File: config.mk
export PLATFORM = sky130hd
export DESIGN_NAME = sorted_priority_queue_top
export DESIGN_NICKNAME = d
export VERILOG_FILES = /design/src/hw/rtl/spq_pkg.sv /design/src/hw/rtl/spq_dpath.sv /design/src/hw/rtl/spq_ctrl.sv /design/src/hw/rtl/sorted_priority_queue_top.sv
export SDC_FILE = /design/constraint.sdc
export NUM_CORES = 2
export LEC_CHECK = 0
export ABC_AREA = 1
export BUFFER_PORTS_ARGS = -buffer_cell sky130_fd_sc_hd__buf_2
export CORE_UTILIZATION = 35
export CTS_CLUSTER_DIAMETER = 40
export DETAILED_ROUTE_END_ITERATION = 8
export PLACE_DENSITY = 0.47
export SLEW_MARGIN = 20
export SYNTH_ARGS = -nofsm -noshare
export SYNTH_HDL_FRONTEND = slang
export SYNTH_SLANG_ARGS = --single-unit
File: constraint.sdc
create_clock -name clock -period 6 [get_ports clock]
set_clock_uncertainty 0.2 [all_clocks]
set_input_delay 1.2 -clock clock [delete_from_list [all_inputs] [get_ports clock]]
set_output_delay 1.2 -clock clock [all_outputs]
set_load 0.05 [all_outputs]
File: src/hw/rtl/spq_pkg.sv
// Shared types and constants for the sorted priority queue.
// No dependencies.
package spq_pkg;

   localparam int DEPTH_DEF = 16;

   localparam logic [1:0] ACT_INSERT = 2'd0;
   localparam logic [1:0] ACT_SHOW   = 2'd1;
   localparam logic [1:0] ACT_DRAIN  = 2'd2;

   localparam logic [1:0] STS_INSERTED = 2'd0;
   localparam logic [1:0] STS_GIVEN    = 2'd1;
   localparam logic [1:0] STS_EMPTY    = 2'd2;
   localparam logic [1:0] STS_FULL     = 2'd3;

   typedef struct packed {
      logic [1:0]         action;
      logic [15:0]        tag;
      logic signed [15:0] prio;
   } req_type;

   typedef struct packed {
      logic [15:0]        out_tag;
      logic signed [15:0] out_prio;
      logic [1:0]         status;
      logic               last;
   } rsp_type;

   // controller -> datapath
   typedef struct packed {
      logic       insert;
      logic       list_start;
      logic       rotate;
      logic       clear;
      logic       load;
      logic       give;
      logic [1:0] status;
   } cmd_type;

   // datapath -> controller
   typedef struct packed {
      logic empty;
      logic full;
      logic last_item;
      logic out_free;
   } stat_type;

endpackage

File: src/hw/rtl/spq_dpath.sv
// Datapath: sorted shift-register store, fill and list counters, result register.
// Depends on spq_pkg.
module spq_dpath #(
   parameter int DEPTH = spq_pkg::DEPTH_DEF
) (
   input  logic             clock,
   input  logic             reset,
   input  spq_pkg::req_type req_data,
   input  spq_pkg::cmd_type cmd,
   output spq_pkg::stat_type stat,
   output logic             rsp_valid,
   input  logic             rsp_ready,
   output spq_pkg::rsp_type rsp_data
);
   import spq_pkg::*;

   localparam int CW = $clog2(DEPTH + 1);

   logic signed [15:0] prio_ff [DEPTH];
   logic signed [15:0] prio_in [DEPTH];
   logic [15:0]        tag_ff  [DEPTH];
   logic [15:0]        tag_in  [DEPTH];
   logic [DEPTH-1:0]   le;
   logic [CW-1:0]      fill_ff, fill_in;
   logic [CW-1:0]      cnt_ff, cnt_in;
   logic               rsp_valid_ff, rsp_valid_in;
   rsp_type            rsp_ff, rsp_in;

   // cell holds an entry that stays ahead of the new one
   always_comb begin
      for (int i = 0; i < DEPTH; i++) begin
         le[i] = (CW'(i) < fill_ff) && (prio_ff[i] <= req_data.prio);
      end
   end

   always_comb begin
      int src;
      for (int i = 0; i < DEPTH; i++) begin
         src = (i == DEPTH - 1) ? 0 : i + 1;
         prio_in[i] = prio_ff[i];
         tag_in[i]  = tag_ff[i];
         if (cmd.insert) begin
            if (!le[i]) begin
               if (i == 0) begin
                  prio_in[i] = req_data.prio;
                  tag_in[i]  = req_data.tag;
               end else if (le[(i == 0) ? 0 : i - 1]) begin
                  prio_in[i] = req_data.prio;
                  tag_in[i]  = req_data.tag;
               end else begin
                  prio_in[i] = prio_ff[(i == 0) ? 0 : i - 1];
                  tag_in[i]  = tag_ff[(i == 0) ? 0 : i - 1];
               end
            end
         end else if (cmd.rotate) begin
            // circular shift toward the front over the filled cells
            if (CW'(i) == fill_ff - CW'(1)) begin
               prio_in[i] = prio_ff[0];
               tag_in[i]  = tag_ff[0];
            end else begin
               prio_in[i] = prio_ff[src];
               tag_in[i]  = tag_ff[src];
            end
         end
      end
   end

   always_comb begin
      fill_in = fill_ff;
      if (cmd.clear) begin
         fill_in = '0;
      end else if (cmd.insert) begin
         fill_in = fill_ff + CW'(1);
      end
      cnt_in = cnt_ff;
      if (cmd.list_start) begin
         cnt_in = '0;
      end else if (cmd.rotate) begin
         cnt_in = cnt_ff + CW'(1);
      end
   end

   always_comb begin
      rsp_valid_in = rsp_valid_ff;
      rsp_in       = rsp_ff;
      if (cmd.load) begin
         rsp_valid_in    = 1'b1;
         rsp_in.out_tag  = cmd.give ? tag_ff[0] : 16'd0;
         rsp_in.out_prio = cmd.give ? prio_ff[0] : 16'sd0;
         rsp_in.status   = cmd.status;
         rsp_in.last     = cmd.give ? stat.last_item : 1'b1;
      end else if (rsp_ready) begin
         rsp_valid_in = 1'b0;
      end
   end

   always_ff @(posedge clock) begin
      if (reset) begin
         fill_ff      <= '0;
         cnt_ff       <= '0;
         rsp_valid_ff <= 1'b0;
      end else begin
         fill_ff      <= fill_in;
         cnt_ff       <= cnt_in;
         rsp_valid_ff <= rsp_valid_in;
      end
   end

   always_ff @(posedge clock) begin
      for (int i = 0; i < DEPTH; i++) begin
         prio_ff[i] <= prio_in[i];
         tag_ff[i]  <= tag_in[i];
      end
      rsp_ff <= rsp_in;
   end

   assign stat.empty     = (fill_ff == '0);
   assign stat.full      = (fill_ff == CW'(DEPTH));
   assign stat.last_item = (cnt_ff + CW'(1) == fill_ff);
   assign stat.out_free  = !rsp_valid_ff || rsp_ready;

   assign rsp_valid = rsp_valid_ff;
   assign rsp_data  = rsp_ff;

endmodule

File: src/hw/rtl/spq_ctrl.sv
// Controller: decodes the action and sequences inserts and listing runs.
// Depends on spq_pkg.
module spq_ctrl (
   input  logic              clock,
   input  logic              reset,
   input  logic              req_valid,
   output logic              req_ready,
   input  logic [1:0]        action,
   input  spq_pkg::stat_type stat,
   output spq_pkg::cmd_type  cmd
);
   import spq_pkg::*;

   typedef enum logic [1:0] {
      ST_IDLE = 2'b01,
      ST_LIST = 2'b10
   } state_type;

   state_type state_ff, state_in;
   logic      drain_ff, drain_in;

   always_comb begin
      state_in  = state_ff;
      drain_in  = drain_ff;
      req_ready = 1'b0;
      cmd       = '0;
      unique case (state_ff)
         ST_IDLE: begin
            req_ready = stat.out_free;
            if (req_valid && stat.out_free) begin
               unique case (action)
                  ACT_INSERT: begin
                     cmd.load   = 1'b1;
                     cmd.insert = !stat.full;
                     cmd.status = stat.full ? STS_FULL : STS_INSERTED;
                  end
                  ACT_SHOW, ACT_DRAIN: begin
                     if (stat.empty) begin
                        cmd.load   = 1'b1;
                        cmd.status = STS_EMPTY;
                     end else begin
                        cmd.list_start = 1'b1;
                        drain_in       = (action == ACT_DRAIN);
                        state_in       = ST_LIST;
                     end
                  end
                  default: ;
               endcase
            end
         end
         ST_LIST: begin
            if (stat.out_free) begin
               cmd.load   = 1'b1;
               cmd.give   = 1'b1;
               cmd.rotate = 1'b1;
               cmd.status = STS_GIVEN;
               if (stat.last_item) begin
                  cmd.clear = drain_ff;
                  state_in  = ST_IDLE;
               end
            end
         end
         default: state_in = ST_IDLE;
      endcase
   end

   always_ff @(posedge clock) begin
      if (reset) begin
         state_ff <= ST_IDLE;
         drain_ff <= 1'b0;
      end else begin
         state_ff <= state_in;
         drain_ff <= drain_in;
      end
   end

endmodule

File: src/hw/rtl/sorted_priority_queue_top.sv
// Sorted priority queue, top level. Depends on spq_pkg, spq_ctrl, spq_dpath.
// Insert: a parallel compare and shift of the cells; its beat appears the next cycle,
// and a new request is taken every cycle while the result register drains.
// Show/drain: one beat per cycle out of the front cell while the result register drains.
// Reset clears the fill count, list state and result valid; entry cells are not reset.
module sorted_priority_queue_top #(
   parameter int DEPTH = spq_pkg::DEPTH_DEF
) (
   input  logic             clock,
   input  logic             reset,
   input  logic             req_valid,
   output logic             req_ready,
   input  spq_pkg::req_type req_data,
   output logic             rsp_valid,
   input  logic             rsp_ready,
   output spq_pkg::rsp_type rsp_data
);
   import spq_pkg::*;

   cmd_type  cmd;
   stat_type stat;

   spq_ctrl u_ctrl (
      .clock     (clock),
      .reset     (reset),
      .req_valid (req_valid),
      .req_ready (req_ready),
      .action    (req_data.action),
      .stat      (stat),
      .cmd       (cmd)
   );

   spq_dpath #(
      .DEPTH (DEPTH)
   ) u_dpath (
      .clock     (clock),
      .reset     (reset),
      .req_data  (req_data),
      .cmd       (cmd),
      .stat      (stat),
      .rsp_valid (rsp_valid),
      .rsp_ready (rsp_ready),
      .rsp_data  (rsp_data)
   );

endmodule

# Word-level counts from Yosys, hierarchy flattened
# Memories as Yosys holds them, arrays and structs flattened.
# Index checks and enable logic that the tools add are counted.
word_totals:
  elab_cells: 284
  in_bits: 38
  ramBits: 512
  regBits: 49
  memories: 2
  output_inout_bits: 37
memory_table:
  columns: ["memory", "words", "word_bits", "rd", "rd_clocked_by_memory_dff", "write_ports", "line", "text"]
  rows:
  - ["u_dpath.prio_ff", 16, 16, 16, 0, 16, "spq_dpath.sv:19", "logic signed [15:0] prio_ff [DEPTH];"]
  - ["u_dpath.tag_ff", 16, 16, 16, 0, 16, "spq_dpath.sv:21", "logic [15:0] tag_ff [DEPTH];"]
op_classes:
  n_mux: 183
  n_eq_ne: 25
  n_addsub: 3
  bitwise: 1
  n_reduce_logical: 29
  magnitude_cmp: 32
ops:
  columns: ["operator", "n"]
  rows:
  - ["$mux W16", 156]
  - ["$le A16 B16 Y1", 16]
  - ["$lt A4 B5 Y1 const A", 8]
  - ["$eq A4 B5 Y1 const A", 7]
  - ["$mux W2", 11]
  - ["$eq A3 B5 Y1 const A", 4]
  - ["$lt A3 B5 Y1 const A", 4]
  - ["$logic_and A1 B1 Y1", 17]
  - ["$pmux W2 S2", 3]
  - ["$add A5 B1 Y5 const B", 2]
  - ["$eq A2 B5 Y1 const A", 2]
  - ["$logic_not A5 Y1", 2]
  - ["$lt A1 B5 Y1 const A", 2]
  - ["$lt A2 B5 Y1 const A", 2]
  - ["$mux W1", 10]
  - ["$mux W6", 1]
  - ["$ne A2 B1 Y1 const B", 3]
  - ["$reduce_or A2 Y1", 3]
  - ["$eq A1 B5 Y1 const A", 1]
  - ["$eq A5 B5 Y1", 1]
  - ["$eq A5 B5 Y1 const B", 1]
  - ["$reduce_and A5 Y1", 1]
  - ["$sub A5 B1 Y5 const B", 1]
  - ["$eq A2 B1 Y1 const B", 2]
  - ["other kinds (9)", 13]

# Logic depth before layout (Yosys ltp)
logic_depth:
  ltp_word: 7
  ltp_mapped: 19
  ltp_nobuf: 18

# By module
# From an unflattened synthesis, not the netlist that was laid out.
unflattened:
  cells_unflattened: 5546
  hier_area_um2: 39805.7
by_module_without_submodules:
  columns: ["mod", "n_inst", "seq_area_each_um2", "cells_each", "area_per_inst_um2"]
  rows:
  - ["spq_dpath", 1, 16646.0, 5492, 39481.6]
  - ["spq_ctrl", 1, 60.1, 54, 324.1]

# Worst setup path before layout
# Ideal clock, no wire load.
synth_timing:
  path_type: "input-to-reg"
  from: "input port rsp_ready"
  to: "memory u_dpath.prio_ff[0][0] (enable)"
  cell_stages: 7
  required_time_ps: 5334
  t_arrival_ps: 4095
  setup_slack_ps: 1240
  n_path_buf: 0
  setup_time_ps: 466
  path_cell_list: "nor2_2 inv_2 nand2_1 nor2_4 nand3_2 nand2_1 o21ai_0"
synth_rtl:
  columns: ["element", "line", "text"]
  rows:
  - ["from (decl)", "sorted_priority_queue_top.sv:15", "input logic rsp_ready,"]
  - ["to (decl)", "spq_dpath.sv:19", null]

==> flow_results.org <==
** STA
- Of the available clock period, the critical path in the final layout requires 0.705.
- Slew Limit Headroom :: 0.236
- Worst Max-Slew Pin Slew :: 1.15 ns
- Sum of negative setup slack :: 0 ns
- Final-report max-slew violation count :: 0
- Derived from the worst setup path, the maximum achievable clock frequency is approximately 240 MHz.
- Post-route minimum period :: 4.23 ns
- Final count of hold timing violations :: 0
- Setup violations remaining at the end of the flow were counted as 0.
- Setup repair after global routing left no endpoint under its margin.

** Synth
- Most numerous cell types in the synthesized netlist :: sky130_fd_sc_hd__nand2_1 (2353), sky130_fd_sc_hd__inv_1 (629), sky130_fd_sc_hd__edfxtp_1 (547)
- Largest family of logic cells by synthesized area :: simple AND/OR/NAND/NOR gates
- By area the synthesized netlist is led by sky130_fd_sc_hd__edfxtp_1 (41%), sky130_fd_sc_hd__nand2_1 (22%), sky130_fd_sc_hd__ha_1 (8.4%).
- Average cell area after synthesis :: 7.27 sq um
- Post-synthesis cell area :: around 40000 sq um
- Most used standard cell by instance count after synthesis :: sky130_fd_sc_hd__nand2_1
- The area fraction in compound gates after synthesis came to 0.135.
- After synthesis, the share of cell area in mux cells is 0.
- Synthesis instantiated 36 different standard cells from the library.
- Number of flip-flops and latches in the synthesized netlist :: 561
- Register area share after synthesis :: 0.418
- Synth async-reset ratio :: 0
- The number of nets in the synthesized netlist is just under 6000.
- Synth Warn # :: 0
- Synth area leader :: sky130_fd_sc_hd__edfxtp_1
- Main flop type after synthesis :: sky130_fd_sc_hd__edfxtp_1
- Post-synthesis adder-cell area fraction :: 0.0838
- Cell count after synthesis :: between 5000 and 6000
- Fraction of the mapped netlist area in simple logic gates :: 0.259
- Of the post-synthesis cell area, the dominant cell type holds 0.411.
- Yosys mapped a number of flops with a built-in enable equal to between 500 and 600.
- Synthesized-area fraction occupied by xor and xnor cells :: 0.00281

** Power and ir drop
- Static leakage power :: between 20 and 25 nW
- Power Dens Cells :: ~370 nW/um^2
- IR Drop Worst-Case VDD :: around 0.29 mV

** Setup path
- Slowest library cell on the worst path :: sky130_fd_sc_hd__buf_4
- By instance count, the cell type seen most on the critical path is sky130_fd_sc_hd__nand2_1.
- Signal arrival time at the worst endpoint :: 4.49 ns
- Traced cell by cell, the critical path runs through inv_1 -> ha_1 -> nand3_1 -> nand3_4 -> buf_4 -> inv_8 -> nand2_2 -> buf_4 -> nand2_1 -> nand2_1 -> nand2_1.
- Highest net fanout along the worst path :: 70
- STA classifies the critical path endpoint as a register.
- Critical path launch point type :: register
- Largest stage delay on the critical path :: ~0.74 ns
- Class of the most critical setup path :: register to register
- Required arrival time at the worst endpoint :: 6.26 ns
- Across all register-to-register paths, the minimum setup slack is 1.77 ns.

** Layout
- Net count reported at finish :: between 5000 and 6000
- Measured on the finished design, the core utilization comes to 0.409.
- The filler cells instantiated in the layout total 11900.
- Area of the multi-input gates :: about 19000 sq um
- Seq. cell area :: roughly 17000 sq um
- The repair_antennas step left the layout with diodes totalling 0.
- Layout Area Growth over Synthesis :: 15.6%
- In the final layout, the share of cells above drive strength 1 is 0.0945.

** Drt
- Overall via count from detail_route :: 37500
- Residual antenna-violating net count after detailed routing :: 0
- In this run, the number of DRC markers left after iteration 0 of detailed routing was 3500.
- After detailed routing, the average wire length per cell comes to 23.8 microns.
- Dividing the detail-routed via count by the number of cells gives approximately 5.3.
- DRC errors left :: 0
- The first detailed-routing pass ran for 6 iterations.
- Total Routed Length :: between 150000 and 200000 microns

** Placement
- Detailed placement ended at an HPWL of around 110000 microns.
- GPL Wtd Cong :: 0.992
- The count of buffers added on input and output ports is 74.

** Clock tree
- Clock tree from TritonCTS :: built
- After clock tree synthesis, the clock-pin slew on the worst setup and hold paths is 0.05 ns.
- Counting along the longest clock path gives a buffer depth of 3.
- TritonCTS Sinks :: 561
- Number of clock buffers inserted by TritonCTS :: 120
- Level count of the clock H-tree :: 3
- The number of gates resized after CTS was 0.
- Clock tree synthesis selected as its root buffer the cell sky130_fd_sc_hd__clkbuf_16.
- Number of buffers inserted for hold repair after clock tree synthesis :: 0
- For the worst-skew pair, the clock arrives at the later sink with an insertion delay of between 0.7 and 0.8 ns.
- In this run the post-CTS setup repair buffer count came out at 0.

** Global routing
- After global routing the overflow that remains totals 0.
- The number of antenna violations at the first check in global routing was 1.
- Wire length of the first global-routing pass :: 247000 microns
- Pin count of the biggest net entering global routing :: between 100 and 150
- Number of global-route vias before repair :: 36100
- In the global route stage, overall resource usage came out at 0.289.

** Floorplan
- Measured along the x axis, the die boundary spans roughly 340 microns.
- IO Count :: 75
- The die covers between 100000 and 150000 sq um.
- Die outline height :: between 300 and 400 microns
- Row generation in the floorplan step produced between 100 and 150 rows.
- For this configuration, the core starts out at a cell density of 0.354.
- In this run the standard cell core region covers roughly 110000 sq um.

** Outcome
- The run finished with clean final reports.

** Job
- Number of maximum-capacitance violations :: 0

** Worst hold path
- The worst hold path belongs to the class register to register.
==> critical path, delay by kind of cell (launching register included) <==
kind	cells	cell delay (ns)
DFF	1	0.46
buffers and inverters	4	2.06
adders and majority gates	1	0.28
and+or+nand+nor	6	0.85
==> cell usage in the layout, fill, tap and decap left out, types with 17 or more instances in the layout <==
cell type / instances
sky130_fd_sc_hd__inv_2: 19
sky130_fd_sc_hd__bufinv_16: 20
sky130_fd_sc_hd__nand2_1: 2309
sky130_fd_sc_hd__buf_12: 17
sky130_fd_sc_hd__clkinv_1: 26
sky130_fd_sc_hd__a21oi_1: 516
sky130_fd_sc_hd__inv_1: 629
sky130_fd_sc_hd__o21ai_1: 264
sky130_fd_sc_hd__clkbuf_16: 120
sky130_fd_sc_hd__o211ai_1: 33
sky130_fd_sc_hd__clkinv_2: 23
sky130_fd_sc_hd__nand2_4: 20
sky130_fd_sc_hd__nand3_1: 77
sky130_fd_sc_hd__buf_2: 74
sky130_fd_sc_hd__nor2_1: 135
sky130_fd_sc_hd__nand2_2: 58
sky130_fd_sc_hd__o21ai_0: 212
sky130_fd_sc_hd__buf_4: 120
sky130_fd_sc_hd__ha_1: 268
sky130_fd_sc_hd__edfxtp_1: 547
sky130_fd_sc_hd__nand4_1: 17
==> through the flow <==
| stage | setup WS (ns) | instance area (sq um) | hold slack, ns | std cells | power [mW] |
|---|---|---|---|---|---|
| floorplan | 1.24 | 40000 | 0.229 | 5501 | 8.53 |
| global placement | 1.12 | 42000 | 0.252 | 6901 | 10.2 |
| detailed placement | 1.11 | 42000 | 0.255 | 6902 | 10.3 |
| CTS | 1.79 | 46200 | 0.267 | 7128 | 17.2 |
| global route | 1.59 | 46200 | 0.305 | 7128 | 18.0 |
| finish | 1.77 | 46200 | 0.265 | 7128 | 17.2 |
==> final cells by class <==
class | count | area share
multi-input combinational | 3976 | 0.419
sequential | 561 | 0.361
clock buffer | 127 | 0.0655
inverter | 654 | 0.0535
tap | 1500 | 0.0406
timing repair buffer | 211 | 0.0349
clock inverter | 99 | 0.0251
==> cells by family (layout without fill, tap and decap cells) <==
| group | after synthesis | count (layout) |
|---|---|---|
| AND/OR/NAND/NOR | 2646 | 2646 |
| AO/OA/AOI/OAI | 1050 | 1050 |
| buffers and inverters | 964 | 1091 |
| flip-flops | 561 | 561 |
| adder cells (fa/ha/maj) | 268 | 268 |
| XOR/XNOR | 12 | 12 |
==> flip-flops by register name, indices dropped and copies added (netlist names) <==
register           cells
u_ctrl.drain_ff        1
u_ctrl.state_ff        2
u_dpath.cnt_ff         5
u_dpath.fill_ff        5
u_dpath.prio_ff      256
u_dpath.rsp_data      35
u_dpath.rsp_valid      1
u_dpath.tag_ff       256
==> report_power, final <==
group	internal, mW	total [mW]	switching [mW]
registers	5.25	5.57	0.320
clock network	4.51	6.97	2.45
logic	1.35	4.70	3.35
total	11.1	17.2	6.12
==> worst paths after layout <==
| path | startpoint | endpoint | cells after the start |
|---|---|---|---|
| worst max-delay path | u_dpath.fill_ff[0] | u_dpath.prio_ff[0][21] | 11 |
| worst min-delay path | u_ctrl.drain_ff | u_ctrl.drain_ff | 2 |
| worst max register to register | u_dpath.fill_ff[0] | u_dpath.prio_ff[0][21] | 11 |
| worst min register to register | u_ctrl.drain_ff | u_ctrl.drain_ff | 2 |
==> routing by layer <==
| metal | wire length (microns) | track usage | vias to the layer above | share of wire |
|---|---|---|---|---|
| met2 | 75700 | 0.460 | 1508 | 0.45 |
| met1 | 75200 | 0.399 | 17900 | 0.44 |
| met5 | 0 | 0 | - | 0 |
| met4 | 6990 | 0.111 | 0 | 0.041 |
| li1 | - | - | 17900 | - |
| met3 | 11800 | 0.0372 | 279 | 0.070 |
(Power assumes the default switching activity.)
